## src/hdl/iole_pkg.sv

```systemverilog
package iole_pkg;

    localparam int MODE_W      = 3;
    localparam int POS_W       = 4;
    localparam int VAL_W       = 32;
    localparam int STATUS_W    = 3;
    localparam int IDX_OUT_W   = 4;
    localparam int COUNT_OUT_W = 5;

    localparam int QUEUE_DEPTH = 2;
    localparam int QPTR_W      = 1;
    localparam int QFILL_W     = 2;

    localparam logic [MODE_W-1:0] MODE_APPEND   = 3'd0;
    localparam logic [MODE_W-1:0] MODE_INSERT   = 3'd1;
    localparam logic [MODE_W-1:0] MODE_DELETE   = 3'd2;
    localparam logic [MODE_W-1:0] MODE_LOCATE   = 3'd3;
    localparam logic [MODE_W-1:0] MODE_MAX      = 3'd4;
    localparam logic [MODE_W-1:0] MODE_READ_FWD = 3'd5;
    localparam logic [MODE_W-1:0] MODE_READ_REV = 3'd6;

    typedef enum logic [2:0] {
        OP_APPEND   = 3'd0,
        OP_INSERT   = 3'd1,
        OP_DELETE   = 3'd2,
        OP_LOCATE   = 3'd3,
        OP_MAX      = 3'd4,
        OP_READ_FWD = 3'd5,
        OP_READ_REV = 3'd6,
        OP_NOP      = 3'd7
    } op_t;

    typedef enum logic [STATUS_W-1:0] {
        ST_OK        = 3'd0,
        ST_BAD_INDEX = 3'd1,
        ST_NOT_FOUND = 3'd2,
        ST_FULL      = 3'd3,
        ST_EMPTY     = 3'd4
    } status_t;

    typedef struct packed {
        op_t              op;
        logic [POS_W-1:0] position;
        logic [VAL_W-1:0] value;
    } cmd_t;

endpackage

```

## src/hdl/iole_front.sv

```systemverilog
module iole_front
(
    input  logic                        clk,
    input  logic                        rst_n,
    input  logic                        in_valid,
    output logic                        in_ready,
    input  logic [iole_pkg::MODE_W-1:0] mode,
    input  logic [iole_pkg::POS_W-1:0]  position,
    input  logic [iole_pkg::VAL_W-1:0]  value,
    output logic                        cmd_valid,
    input  logic                        cmd_ready,
    output iole_pkg::cmd_t              cmd
);

    iole_pkg::cmd_t                     cmd_dec;
    iole_pkg::cmd_t                     q_reg [iole_pkg::QUEUE_DEPTH];
    logic [iole_pkg::QPTR_W-1:0]        wr_ptr_reg;
    logic [iole_pkg::QPTR_W-1:0]        wr_ptr_next;
    logic [iole_pkg::QPTR_W-1:0]        rd_ptr_reg;
    logic [iole_pkg::QPTR_W-1:0]        rd_ptr_next;
    logic [iole_pkg::QFILL_W-1:0]       fill_reg;
    logic [iole_pkg::QFILL_W-1:0]       fill_next;
    logic                               push;
    logic                               pop;

    // classify the command
    always_comb
    begin
        cmd_dec.position = position;
        cmd_dec.value    = value;
        unique case (mode)
            iole_pkg::MODE_APPEND:   cmd_dec.op = iole_pkg::OP_APPEND;
            iole_pkg::MODE_INSERT:   cmd_dec.op = iole_pkg::OP_INSERT;
            iole_pkg::MODE_DELETE:   cmd_dec.op = iole_pkg::OP_DELETE;
            iole_pkg::MODE_LOCATE:   cmd_dec.op = iole_pkg::OP_LOCATE;
            iole_pkg::MODE_MAX:      cmd_dec.op = iole_pkg::OP_MAX;
            iole_pkg::MODE_READ_FWD: cmd_dec.op = iole_pkg::OP_READ_FWD;
            iole_pkg::MODE_READ_REV: cmd_dec.op = iole_pkg::OP_READ_REV;
            default:                 cmd_dec.op = iole_pkg::OP_NOP;
        endcase
    end

    assign in_ready  = (fill_reg != iole_pkg::QFILL_W'(iole_pkg::QUEUE_DEPTH));
    assign cmd_valid = (fill_reg != '0);
    assign cmd       = q_reg[rd_ptr_reg];
    assign push      = in_valid && in_ready;
    assign pop       = cmd_valid && cmd_ready;

    always_comb
    begin
        wr_ptr_next = push ? wr_ptr_reg + 1'b1 : wr_ptr_reg;
        rd_ptr_next = pop ? rd_ptr_reg + 1'b1 : rd_ptr_reg;
        fill_next   = fill_reg;
        if (push && !pop)
        begin
            fill_next = fill_reg + 1'b1;
        end
        else if (pop && !push)
        begin
            fill_next = fill_reg - 1'b1;
        end
    end

    always_ff @(posedge clk or negedge rst_n)
    begin
        if (!rst_n)
        begin
            wr_ptr_reg <= '0;
            rd_ptr_reg <= '0;
            fill_reg   <= '0;
        end
        else
        begin
            wr_ptr_reg <= wr_ptr_next;
            rd_ptr_reg <= rd_ptr_next;
            fill_reg   <= fill_next;
        end
    end

    always_ff @(posedge clk)
    begin
        if (push)
        begin
            q_reg[wr_ptr_reg] <= cmd_dec;
        end
    end

endmodule

```

## src/hdl/iole_back.sv

```systemverilog
module iole_back
#(
    parameter int CAPACITY = 16
)
(
    input  logic                             clk,
    input  logic                             rst_n,
    input  logic                             cmd_valid,
    output logic                             cmd_ready,
    input  iole_pkg::cmd_t                   cmd,
    output logic                             out_valid,
    input  logic                             out_ready,
    output logic [iole_pkg::STATUS_W-1:0]    status,
    output logic [iole_pkg::IDX_OUT_W-1:0]   found_index,
    output logic [iole_pkg::VAL_W-1:0]       element_out,
    output logic [iole_pkg::COUNT_OUT_W-1:0] element_count,
    output logic                             last
);

    localparam int IdxW = $clog2(CAPACITY);
    localparam int CntW = $clog2(CAPACITY + 1);
    localparam int CmpW = CntW + iole_pkg::POS_W;

    typedef enum logic [3:0] {
        S_IDLE = 4'b0001,
        S_WALK = 4'b0010,
        S_PUT  = 4'b0100,
        S_EMIT = 4'b1000
    } state_t;

    state_t                          state_reg;
    state_t                          state_next;
    logic [CntW-1:0]                 count_reg;
    logic [CntW-1:0]                 count_next;
    iole_pkg::op_t                   op_reg;
    iole_pkg::op_t                   op_next;
    logic [IdxW-1:0]                 pos_reg;
    logic [IdxW-1:0]                 pos_next;
    logic [iole_pkg::VAL_W-1:0]      val_reg;
    logic [iole_pkg::VAL_W-1:0]      val_next;
    logic [IdxW-1:0]                 walk_idx_reg;
    logic [IdxW-1:0]                 walk_idx_next;
    logic [CntW-1:0]                 walk_rem_reg;
    logic [CntW-1:0]                 walk_rem_next;
    logic                            pend_reg;
    logic                            pend_next;
    logic [IdxW-1:0]                 pend_idx_reg;
    logic [IdxW-1:0]                 pend_idx_next;
    logic [IdxW-1:0]                 best_idx_reg;
    logic [IdxW-1:0]                 best_idx_next;
    logic [iole_pkg::VAL_W-1:0]      best_val_reg;
    logic [iole_pkg::VAL_W-1:0]      best_val_next;
    iole_pkg::status_t               res_status_reg;
    iole_pkg::status_t               res_status_next;
    logic [IdxW-1:0]                 res_idx_reg;
    logic [IdxW-1:0]                 res_idx_next;
    logic [iole_pkg::VAL_W-1:0]      res_elem_reg;
    logic [iole_pkg::VAL_W-1:0]      res_elem_next;

    logic [iole_pkg::VAL_W-1:0]      mem_array [CAPACITY];
    logic [iole_pkg::VAL_W-1:0]      rd_data_reg;
    logic                            mem_we;
    logic [IdxW-1:0]                 mem_waddr;
    logic [iole_pkg::VAL_W-1:0]      mem_wdata;
    logic                            mem_re;

    logic                            out_valid_reg;
    logic                            out_valid_next;
    iole_pkg::status_t               out_status_reg;
    logic [iole_pkg::IDX_OUT_W-1:0]  out_idx_reg;
    logic [iole_pkg::VAL_W-1:0]      out_elem_reg;
    logic [iole_pkg::COUNT_OUT_W-1:0] out_count_reg;
    logic                            out_last_reg;
    logic                            out_load;
    iole_pkg::status_t               out_status_d;
    logic [IdxW-1:0]                 out_idx_src;
    logic [IdxW+iole_pkg::IDX_OUT_W-1:0] out_idx_wide;
    logic [CntW+iole_pkg::COUNT_OUT_W-1:0] out_cnt_wide;
    logic [iole_pkg::VAL_W-1:0]      out_elem_d;
    logic                            out_last_d;

    logic [CmpW-1:0]                 pos_wide;
    logic [CmpW-1:0]                 cnt_wide;
    logic [CntW-1:0]                 cnt_m1;
    logic                            list_full;
    logic                            is_read;
    logic                            descend;
    logic                            slot_free;
    logic                            stall;
    logic                            hit;

    assign pos_wide  = CmpW'(cmd.position);
    assign cnt_wide  = CmpW'(count_reg);
    assign cnt_m1    = count_reg - 1'b1;
    assign list_full = (count_reg >= CntW'(CAPACITY));
    assign is_read   = (op_reg == iole_pkg::OP_READ_FWD) || (op_reg == iole_pkg::OP_READ_REV);
    assign descend   = (op_reg == iole_pkg::OP_INSERT) || (op_reg == iole_pkg::OP_READ_REV);
    assign slot_free = !out_valid_reg || out_ready;
    assign stall     = pend_reg && is_read && !slot_free;
    assign cmd_ready = (state_reg == S_IDLE);

    always_comb
    begin
        state_next      = state_reg;
        count_next      = count_reg;
        op_next         = op_reg;
        pos_next        = pos_reg;
        val_next        = val_reg;
        walk_idx_next   = walk_idx_reg;
        walk_rem_next   = walk_rem_reg;
        pend_next       = pend_reg;
        pend_idx_next   = pend_idx_reg;
        best_idx_next   = best_idx_reg;
        best_val_next   = best_val_reg;
        res_status_next = res_status_reg;
        res_idx_next    = res_idx_reg;
        res_elem_next   = res_elem_reg;
        mem_we          = 1'b0;
        mem_waddr       = '0;
        mem_wdata       = '0;
        mem_re          = 1'b0;
        out_load        = 1'b0;
        out_status_d    = res_status_reg;
        out_idx_src     = res_idx_reg;
        out_elem_d      = res_elem_reg;
        out_last_d      = 1'b1;
        hit             = 1'b0;

        unique case (state_reg)
            S_IDLE:
            begin
                if (cmd_valid)
                begin
                    op_next         = cmd.op;
                    pos_next        = pos_wide[IdxW-1:0];
                    val_next        = cmd.value;
                    pend_next       = 1'b0;
                    res_status_next = iole_pkg::ST_OK;
                    res_idx_next    = '0;
                    res_elem_next   = '0;
                    walk_idx_next   = '0;
                    walk_rem_next   = count_reg;
                    state_next      = S_EMIT;
                    unique case (cmd.op) inside
                        iole_pkg::OP_APPEND:
                        begin
                            if (list_full)
                            begin
                                res_status_next = iole_pkg::ST_FULL;
                            end
                            else
                            begin
                                mem_we     = 1'b1;
                                mem_waddr  = count_reg[IdxW-1:0];
                                mem_wdata  = cmd.value;
                                count_next = count_reg + 1'b1;
                            end
                        end
                        iole_pkg::OP_INSERT:
                        begin
                            if (pos_wide >= cnt_wide)
                            begin
                                res_status_next = iole_pkg::ST_BAD_INDEX;
                            end
                            else if (list_full)
                            begin
                                res_status_next = iole_pkg::ST_FULL;
                            end
                            else
                            begin
                                // move entries pos..count-1 up by one, top first
                                walk_idx_next = cnt_m1[IdxW-1:0];
                                walk_rem_next = count_reg - pos_wide[CntW-1:0];
                                state_next    = S_WALK;
                            end
                        end
                        iole_pkg::OP_DELETE:
                        begin
                            if (pos_wide >= cnt_wide)
                            begin
                                res_status_next = iole_pkg::ST_BAD_INDEX;
                            end
                            else
                            begin
                                walk_idx_next = pos_wide[IdxW-1:0] + 1'b1;
                                walk_rem_next = cnt_m1 - pos_wide[CntW-1:0];
                                state_next    = S_WALK;
                            end
                        end
                        iole_pkg::OP_LOCATE:
                        begin
                            state_next = S_WALK;
                        end
                        iole_pkg::OP_MAX, iole_pkg::OP_READ_FWD:
                        begin
                            if (count_reg == '0)
                            begin
                                res_status_next = iole_pkg::ST_EMPTY;
                            end
                            else
                            begin
                                state_next = S_WALK;
                            end
                        end
                        iole_pkg::OP_READ_REV:
                        begin
                            if (count_reg == '0)
                            begin
                                res_status_next = iole_pkg::ST_EMPTY;
                            end
                            else
                            begin
                                walk_idx_next = cnt_m1[IdxW-1:0];
                                state_next    = S_WALK;
                            end
                        end
                        default:
                        begin
                            res_status_next = iole_pkg::ST_OK;
                        end
                    endcase
                end
            end

            S_WALK:
            begin
                if (!stall)
                begin
                    // retire the pending element held in rd_data_reg
                    if (pend_reg)
                    begin
                        case (op_reg) inside
                            iole_pkg::OP_LOCATE:
                            begin
                                hit = (rd_data_reg == val_reg);
                            end
                            iole_pkg::OP_MAX:
                            begin
                                if ((pend_idx_reg == '0) ||
                                    ($signed(rd_data_reg) > $signed(best_val_reg)))
                                begin
                                    best_idx_next = pend_idx_reg;
                                    best_val_next = rd_data_reg;
                                end
                            end
                            iole_pkg::OP_INSERT:
                            begin
                                mem_we    = 1'b1;
                                mem_waddr = pend_idx_reg + 1'b1;
                                mem_wdata = rd_data_reg;
                            end
                            iole_pkg::OP_DELETE:
                            begin
                                mem_we    = 1'b1;
                                mem_waddr = pend_idx_reg - 1'b1;
                                mem_wdata = rd_data_reg;
                            end
                            iole_pkg::OP_READ_FWD, iole_pkg::OP_READ_REV:
                            begin
                                out_load     = 1'b1;
                                out_status_d = iole_pkg::ST_OK;
                                out_idx_src  = pend_idx_reg;
                                out_elem_d   = rd_data_reg;
                                out_last_d   = (walk_rem_reg == '0);
                            end
                            default:
                            begin
                                hit = 1'b0;
                            end
                        endcase
                    end

                    if (hit)
                    begin
                        // drop the rest of the scan
                        res_status_next = iole_pkg::ST_OK;
                        res_idx_next    = pend_idx_reg;
                        pend_next       = 1'b0;
                        state_next      = S_EMIT;
                    end
                    else if (walk_rem_reg != '0)
                    begin
                        mem_re        = 1'b1;
                        pend_next     = 1'b1;
                        pend_idx_next = walk_idx_reg;
                        walk_rem_next = walk_rem_reg - 1'b1;
                        walk_idx_next = descend ? walk_idx_reg - 1'b1 : walk_idx_reg + 1'b1;
                    end
                    else
                    begin
                        pend_next = 1'b0;
                        case (op_reg)
                            iole_pkg::OP_INSERT:
                            begin
                                state_next = S_PUT;
                            end
                            iole_pkg::OP_DELETE:
                            begin
                                count_next      = cnt_m1;
                                res_status_next = iole_pkg::ST_OK;
                                state_next      = S_EMIT;
                            end
                            iole_pkg::OP_LOCATE:
                            begin
                                res_status_next = iole_pkg::ST_NOT_FOUND;
                                res_idx_next    = '0;
                                state_next      = S_EMIT;
                            end
                            iole_pkg::OP_MAX:
                            begin
                                res_status_next = iole_pkg::ST_OK;
                                res_idx_next    = best_idx_next;
                                res_elem_next   = best_val_next;
                                state_next      = S_EMIT;
                            end
                            default:
                            begin
                                state_next = S_IDLE;
                            end
                        endcase
                    end
                end
            end

            S_PUT:
            begin
                mem_we          = 1'b1;
                mem_waddr       = pos_reg;
                mem_wdata       = val_reg;
                count_next      = count_reg + 1'b1;
                res_status_next = iole_pkg::ST_OK;
                state_next      = S_EMIT;
            end

            S_EMIT:
            begin
                if (slot_free)
                begin
                    out_load   = 1'b1;
                    state_next = S_IDLE;
                end
            end

            default:
            begin
                state_next = S_IDLE;
            end
        endcase
    end

    assign out_idx_wide   = (IdxW + iole_pkg::IDX_OUT_W)'(out_idx_src);
    assign out_cnt_wide   = (CntW + iole_pkg::COUNT_OUT_W)'(count_reg);
    assign out_valid_next = out_load ? 1'b1 : (out_ready ? 1'b0 : out_valid_reg);

    always_ff @(posedge clk or negedge rst_n)
    begin
        if (!rst_n)
        begin
            state_reg     <= S_IDLE;
            count_reg     <= '0;
            pend_reg      <= 1'b0;
            out_valid_reg <= 1'b0;
        end
        else
        begin
            state_reg     <= state_next;
            count_reg     <= count_next;
            pend_reg      <= pend_next;
            out_valid_reg <= out_valid_next;
        end
    end

    always_ff @(posedge clk)
    begin
        op_reg         <= op_next;
        pos_reg        <= pos_next;
        val_reg        <= val_next;
        walk_idx_reg   <= walk_idx_next;
        walk_rem_reg   <= walk_rem_next;
        pend_idx_reg   <= pend_idx_next;
        best_idx_reg   <= best_idx_next;
        best_val_reg   <= best_val_next;
        res_status_reg <= res_status_next;
        res_idx_reg    <= res_idx_next;
        res_elem_reg   <= res_elem_next;
        if (out_load)
        begin
            out_status_reg <= out_status_d;
            out_idx_reg    <= out_idx_wide[iole_pkg::IDX_OUT_W-1:0];
            out_elem_reg   <= out_elem_d;
            out_count_reg  <= out_cnt_wide[iole_pkg::COUNT_OUT_W-1:0];
            out_last_reg   <= out_last_d;
        end
    end

    always_ff @(posedge clk)
    begin
        if (mem_we)
        begin
            mem_array[mem_waddr] <= mem_wdata;
        end
        if (mem_re)
        begin
            rd_data_reg <= mem_array[walk_idx_reg];
        end
    end

    assign out_valid     = out_valid_reg;
    assign status        = out_status_reg;
    assign found_index   = out_idx_reg;
    assign element_out   = out_elem_reg;
    assign element_count = out_count_reg;
    assign last          = out_last_reg;

endmodule

```

## src/hdl/indexed_ordered_list_engine.sv

```systemverilog
// Channel   Handshake              Payload
// in        in_valid / in_ready    mode, position, value
// out       out_valid / out_ready  status, found_index, element_out, element_count, last
//
// A two-entry command queue sits in front of the list sequencer, so input keeps
// flowing while results wait. Append, no-op, reject and empty-list cases go from idle
// straight to the result; insert, delete, locate and max walk the list memory, reading
// it once per cycle, and insert then writes the new entry. Read-outs give one element
// per cycle while the output is not stalled. Reset clears the count and control state,
// not the list entries. A stalled output freezes the read-out walk in place.
module indexed_ordered_list_engine
#(
    parameter int CAPACITY = 16
)
(
    input  logic                             clk,
    input  logic                             rst_n,
    input  logic                             in_valid,
    output logic                             in_ready,
    input  logic [iole_pkg::MODE_W-1:0]      mode,
    input  logic [iole_pkg::POS_W-1:0]       position,
    input  logic [iole_pkg::VAL_W-1:0]       value,
    output logic                             out_valid,
    input  logic                             out_ready,
    output logic [iole_pkg::STATUS_W-1:0]    status,
    output logic [iole_pkg::IDX_OUT_W-1:0]   found_index,
    output logic [iole_pkg::VAL_W-1:0]       element_out,
    output logic [iole_pkg::COUNT_OUT_W-1:0] element_count,
    output logic                             last
);

    iole_pkg::cmd_t cmd;
    logic           cmd_valid;
    logic           cmd_ready;

    iole_front u_front
    (
        .clk       (clk),
        .rst_n     (rst_n),
        .in_valid  (in_valid),
        .in_ready  (in_ready),
        .mode      (mode),
        .position  (position),
        .value     (value),
        .cmd_valid (cmd_valid),
        .cmd_ready (cmd_ready),
        .cmd       (cmd)
    );

    iole_back #(
        .CAPACITY (CAPACITY)
    ) u_back
    (
        .clk           (clk),
        .rst_n         (rst_n),
        .cmd_valid     (cmd_valid),
        .cmd_ready     (cmd_ready),
        .cmd           (cmd),
        .out_valid     (out_valid),
        .out_ready     (out_ready),
        .status        (status),
        .found_index   (found_index),
        .element_out   (element_out),
        .element_count (element_count),
        .last          (last)
    );

endmodule

```

## config.mk

```make
export PLATFORM = sky130hd
export DESIGN_NAME = indexed_ordered_list_engine
export DESIGN_NICKNAME = d
export VERILOG_FILES = /design/src/hdl/iole_pkg.sv /design/src/hdl/iole_front.sv /design/src/hdl/iole_back.sv /design/src/hdl/indexed_ordered_list_engine.sv
export SDC_FILE = /design/constraint.sdc
export NUM_CORES = 1
export LEC_CHECK = 0
export BUFFER_PORTS_ARGS = -buffer_cell sky130_fd_sc_hd__buf_4
export CELL_PAD_IN_SITES_DETAIL_PLACEMENT = 0
export CELL_PAD_IN_SITES_GLOBAL_PLACEMENT = 2
export CORE_ASPECT_RATIO = 0.6
export CORE_MARGIN = 5
export CORE_UTILIZATION = 43
export DETAILED_ROUTE_END_ITERATION = 7
export PLACE_DENSITY = 0.77
export SLEW_MARGIN = 15
export SYNTH_ARGS = -nofsm -noshare
export SYNTH_HDL_FRONTEND = slang
export SYNTH_SLANG_ARGS = --single-unit
```

## constraint.sdc

```tcl
create_clock -name clk -period 3.55 [get_ports clk]
set_clock_uncertainty 0.15 [all_clocks]
set_input_delay 0.355 -clock clk [delete_from_list [all_inputs] [get_ports clk]]
set_output_delay 0.355 -clock clk [all_outputs]
set_load 0.01 [all_outputs]
```

* After elaboration in Yosys (flattened, before gate mapping)
Memory sizes are Yosys's and may differ from the RTL's. A register that Yosys moved wholly into a read port is not among the register bits. Index checks and enable logic that the tools add are counted.
Storage, ports and cells: register bits after elaboration 187, RAM bits 590, input port bits 43, output and inout bits 47, memories kept 2
Memory list:
- u_back.mem_array | words 16, bits a word 32, rd ports 1, clocked after memory_dff 1, write ports 1, RTL line iole_back.sv:60 | logic [iole_pkg::VAL_W-1:0] mem_array [CAPACITY];
- u_front.q_reg | words 2, bits a word 39, rd ports 1, clocked after memory_dff 0, write ports 1, RTL line iole_front.sv:16 | iole_pkg::cmd_t q_reg [iole_pkg::QUEUE_DEPTH];
Operators by class: add/sub/neg operators 14, order comparisons 3, equality and inequality tests 37, multiplexer cells 154, bitwise gates (word level) 5, reduce and logical (&&, ||, !) cells 40
Operators with widths (number):
- 2-to-1 mux 32 bit | 26
- 2-to-1 mux 4 bit | 43
- one-hot mux 32 bit (3 select lines) | 1
- 2-to-1 mux 5 bit | 14
- one-hot mux 32 bit (2 select lines) | 1
- 2-to-1 mux 3 bit | 14
- 2-to-1 mux 1 bit | 34
- equality test 32 bit | 1
- greater-than comparator 32 bit | 1
- one-hot mux 4 bit (2 select lines) | 4
- one-hot mux 4 bit (4 select lines) | 2
- equality test 3 bit (second input constant) | 9
- one-hot mux 4 bit (3 select lines) | 2
- one-hot mux 3 bit (7 select lines) | 1
- one-hot mux 5 bit (2 select lines) | 2
- equality test 3 x 2 -> 1 bit (second input constant) | 6
- one-hot mux 5 bit (3 select lines) | 1
- AND reduction 5 bit | 3
- adder 4 x 1 -> 4 bit (second input constant) | 3
- != test 2 x 1 -> 1 bit (second input constant) | 6
- one-hot mux 3 bit (4 select lines) | 1
- zero test 5 bit | 2
- != test 2 bit (second input constant) | 5
- subtractor 5 x 1 -> 5 bit (second input constant) | 2
- other kinds (38) | 69

* Depth between registers and ports, before layout
word-level depth 11, depth in mapped cells 12

* By module
From an unflattened synthesis, not the netlist that was laid out.
Second synthesis, totals: cell total of the unflattened synthesis 1807, area total of the unflattened synthesis 33540.9 um^2
By module, submodules not included:
- iole_back | times used 1, cells an instance 1665, area an instance 30496.7 um^2
- iole_front | times used 1, cells an instance 142, area an instance 3044.2 um^2

* Worst setup path before layout
OpenSTA, ideal clock, no wires.
path type reg-to-reg, start point reg u_back.op_reg[0], end point reg u_back.out_count_reg (netlist bit u_back.element_count[0]) (enable), setup time 0.448 ns, arrival time 3.216 ns, slack -0.264 ns, stages on the path, launching flop included 7, buffers on the path 1, cell sequence edfxtp_1 -> buf_2 -> xnor2_1 -> or2_2 -> nor3b_1 -> o21ai_0 -> nor2_1
Between the ends: cells in the longest elaborated chain, start to end 10, elaborated cells between the ends (all ways) 18, those cells by class eq/ne (6); mux (8); reduce/logical (4)
RTL lines:
- from (decl) | RTL line iole_back.sv:35 | iole_pkg::op_t op_reg;
- from (signal assigned) | RTL line iole_back.sv:375 | op_reg <= op_next;
- equality test 3 bit | RTL line iole_back.sv:96 | assign is_read = (op_reg == iole_pkg::OP_READ_FWD) || (op_reg == iole_pkg::OP_READ_REV);
- OR reduction 2 bit | RTL line iole_back.sv:232 | case (op_reg) inside
- 2-to-1 mux 1 bit (5 in a row) | RTL line iole_back.sv:232
- 2-to-1 mux 1 bit | RTL line iole_back.sv:230 | if (pend_reg)
- 2-to-1 mux 1 bit (*) | RTL line iole_back.sv:227 | if (!stall)
- one-hot mux 1 bit (2 select lines) (*) | RTL line iole_back.sv:129 | unique case (state_reg)
- named net u_back.out_load | RTL line iole_back.sv:74 | logic out_load;
- to (signal assigned) | RTL line iole_back.sv:391 | out_count_reg <= out_cnt_wide[iole_pkg::COUNT_OUT_W-1:0];
- to (decl) | RTL line iole_back.sv:72 | logic [iole_pkg::COUNT_OUT_W-1:0] out_count_reg;
The timed path passes the listed nets; every way through them passes the cells marked *. A chain may end at the register's enable or synchronous reset.

* Worst setup path after layout
start point reg u_back.rd_data_reg[14] (netlist bit), read port of u_back.mem_array, end point reg u_back.res_elem_reg[0] (netlist bit) (data pin)
Between the ends: cells in the longest elaborated chain, start to end 11
RTL lines:
- from (decl) | RTL line iole_back.sv:61 | logic [iole_pkg::VAL_W-1:0] rd_data_reg;
- greater-than comparator 32 bit | RTL line iole_back.sv:240 | ($signed(rd_data_reg) > $signed(best_val_reg)))
- logical OR 1 bit | RTL line iole_back.sv:239 | if ((pend_idx_reg == '0) ||
- 2-to-1 mux 32 bit | RTL line iole_back.sv:239
- 2-to-1 mux 32 bit (2 in a row) | RTL line iole_back.sv:232
- 2-to-1 mux 32 bit | RTL line iole_back.sv:230
- 2-to-1 mux 32 bit | RTL line iole_back.sv:292 | case (op_reg)
- 2-to-1 mux 32 bit | RTL line iole_back.sv:281 | else if (walk_rem_reg != '0)
- 2-to-1 mux 32 bit | RTL line iole_back.sv:273 | if (hit)
- 2-to-1 mux 32 bit | RTL line iole_back.sv:227
- one-hot mux 32 bit (2 select lines) | RTL line iole_back.sv:129
- to (signal assigned) | RTL line iole_back.sv:385 | res_elem_reg <= res_elem_next;
- to (decl) | RTL line iole_back.sv:57 | logic [iole_pkg::VAL_W-1:0] res_elem_reg;
No other way between the ends. The select of a mux whose other input is x is not followed.

==> flow_metrics.tcl <==
set metrics [dict create \
    async_reset_ff_share_pct 1.85 \
    pwr-share-seq_pct 43.0 \
    swShare_pct 30.9 \
    synth_edf_count 794 \
    drive_gt1_share_pct 28.0 \
    p_int_w 0.0208 \
    first_pass_iters 7 \
    clk_pin_slew_ps 70 \
    drtIter0Drc 2141 \
    clock_sinks 809 \
    die_area_um2 83500 \
    nets 2174 \
    gp_congestion 0.885 \
    cts_tree "yes" \
    fin_tns_setup_ps 0 \
    slew_viol_final 0 \
    cp_max_fo 17 \
    run_status "finished, final reports clean" \
    grt-ovfl-total 0 \
    worstSkewPairLatency_ps 610 \
    synth_nets 1932 \
    syn_inst 1834 \
    cp-startpoint "u_back.rd_data_reg[14]" \
    core_area_um2 77300 \
    period_minus_slack_ps 3390 \
    fin_crit_sh_pct 95.4 \
    power.density_nw_per_um2 764 \
    grt_pass1_wl_mm 123 \
    cp.arrival_ps 3580 \
    synth_warnings 0 \
    p_clk_share_pct 27.1 \
    critical_path_class "flop to flop" \
    relSlewSlack_pct 20.4 \
    tightest_slew_ps 1190 \
    largest_reg_flops 512 \
    comb_power_share_pct 29.9 \
    r2r_start "u_back.rd_data_reg[14]" \
    viasPerCell 5.72 \
    yosysTopAreaCellShare_pct 71.4 \
    synth-seq-cells 809 \
    h-tree-depth 3 \
    p_leak_nw 13.4 \
    vias 18200 \
    cts_buffers 72 \
    synth_ff_type "edfxtp_1" \
    synth.avg_cell_area_um2 18.2 \
    fin_util_pct 51.0 \
    cap_violations 0 \
    hp-class "input port to async pin" \
    grt_max_degree 46 \
    hold_viol 0 \
    grt_pass1_vias 18000 \
    yosysUniqueCellTypes 74 \
    diodes 0 \
    start_kind "flop" \
    required_ps 3750 \
    max_freq_mhz 295 \
    antenna_found_initial 0 \
    fp.dieH_um 226 \
    cts.path.max_buffers 3 \
    synth_top_area_cell "edfxtp_1" \
    ys_seq_area_share_pct 72.5 \
    fin_cells 3187 \
    io_buffers 89 \
    setup_viol 0 \
    rows 79 \
    irDropWorstVdd_v 0.000541 \
    start_util_pct 43.2 \
    dp.cells 3012 \
    cts_root_buf "clkbuf_16" \
    drcViolationCount 0 \
    cp-end-kind "flop" \
    track_usage_pct 20.2 \
    drtAntennaViolNets 0 \
    synth_area_um2 33400 \
    syn2layout_area_growth_pct 18.0 \
    rr_worst_depth 9 \
    synth.area.top_cells "edfxtp_1 71%, mux4_2 11%, mux2_2 2.5%" \
    avgRoutedWirePerCell_um 26.5 \
    routed_wl_mm 84.6 \
    post_cts.repair.setup_buffers 0 \
    die_width_um 370 \
    p_switching_w 0.00932 \
    ios 90 \
    hpwl_mm 54.4 \
    fillers 6246 \
]
-- kinds of logic after synthesis --
family	synth area share, %
compound gates	4.09
xor+xnor	1.47
fa+ha+maj	2.16
buf+inv	1.80
flops	72.5
mux	13.5
simple gates	4.47
-- cells in the final DEF, fill, tap and decap left out, drive strengths merged, types with 14 or more instances in the layout --
cell type | netlist | layout
mux4 | 160 | 160
a22oi | 34 | 34
nor3 | 16 | 16
dlygate4sd3 | 0 | 43
dfrtp | 14 | 14
mux2 | 76 | 76
clkbuf | 50 | 85
buf | 37 | 212
nor2 | 49 | 49
o21ai | 57 | 57
xnor2 | 20 | 20
inv | 56 | 59
clkinv | 0 | 26
xor2 | 36 | 36
ha | 52 | 52
nand2 | 136 | 136
edfxtp | 794 | 794
a21oi | 64 | 64
nand3 | 48 | 48
-- Yosys cell counts, types with 4 or more instances --
cell type	count
edfxtp_1	794
mux4_2	160
nand2_1	135
mux2_2	74
a21oi_1	64
inv_1	55
ha_1	52
clkbuf_1	50
nor2_1	48
nand3_1	47
xor2_1	36
a22oi_1	34
o21ai_1	31
o21ai_0	26
buf_2	24
xnor2_1	20
nor3_1	15
dfrtp_1	14
nand4_1	11
nor2b_1	10
nor4_1	10
buf_1	8
nand2b_1	7
a221oi_1	6
o22ai_1	6
mux2i_1	5
o211ai_1	5
a211oi_1	4
a21o_1	4
a32o_1	4
and3_1	4
buf_6	4
o21a_1	4
-- power by group through the flow --
stage	combinational [W]	clock [W]	sequential, W
2_1_floorplan	0.00558	0	0.0129
3_3_place_gp	0.00881	0	0.0131
3_5_place_dp	0.00892	0	0.0131
4_1_cts	0.00902	0.00832	0.0129
5_1_grt	0.00962	0.00875	0.0130
6_report	0.00900	0.00817	0.0129
-- final cells by class --
cell class                 count  area (µm²)  share of cell area [%]
sequential                   809       24200                    61.5
inverter                      56         210                   0.533
clock buffer                  85        1890                    4.80
timing repair buffer         255        2420                    6.15
clock inverter                47         568                    1.44
tap                         1053        1320                    3.34
multi-input combinational    882        8780                    22.3
-- per-stage QoR --
stage | area [µm²] | hold slack (ps) | power, W | setup WS [ps]
after floorplan | 33400 | -90.6 | 0.0185 | -182
after global placement | 36500 | 89.4 | 0.0219 | 137
after detailed placement | 36500 | 89.5 | 0.0220 | 203
after CTS | 39400 | 79.4 | 0.0303 | 155
after global routing | 39400 | 104 | 0.0314 | -51.6
final | 39400 | 120 | 0.0301 | 165
-- worst paths after layout --
| check | to | slack, ps |
|---|---|---|
| min | u_back.state_reg[0] | 120 |
| max reg2reg | u_back.res_elem_reg[0] | 160 |
| min in group clk | u_front.q_reg[1][15] | 330 |
| min reg2reg | u_back.status[0] | 400 |
| max in group asynchronous | u_front.rd_ptr_reg | 1820 |
| max | u_back.res_elem_reg[0] | 160 |
-- layer usage --
layer | GRT usage [%] | wire length, µm
met1 | 32.0 | 40000
met5 | 0 | 0
met3 | 5.44 | 7860
met4 | 3.18 | 1110
met2 | 28.4 | 35600
-- worst max-delay path, stage by stage, from the launching register on --
cell and delay (ps):
edfxtp_1 500, ha_1 380, nand4_1 210, nor2_1 120, a221o_1 340, o31a_1 390, o31a_2 440, buf_4 240
o21ai_0 240, a21oi_1 100
-- what timing repair did --
action	4_1_cts	5_1_grt
hold buffers	43	0
hold endpoints to repair	96	0
setup endpoints to repair	0	10
resized for setup	0	3
(Power assumes the default switching activity.)
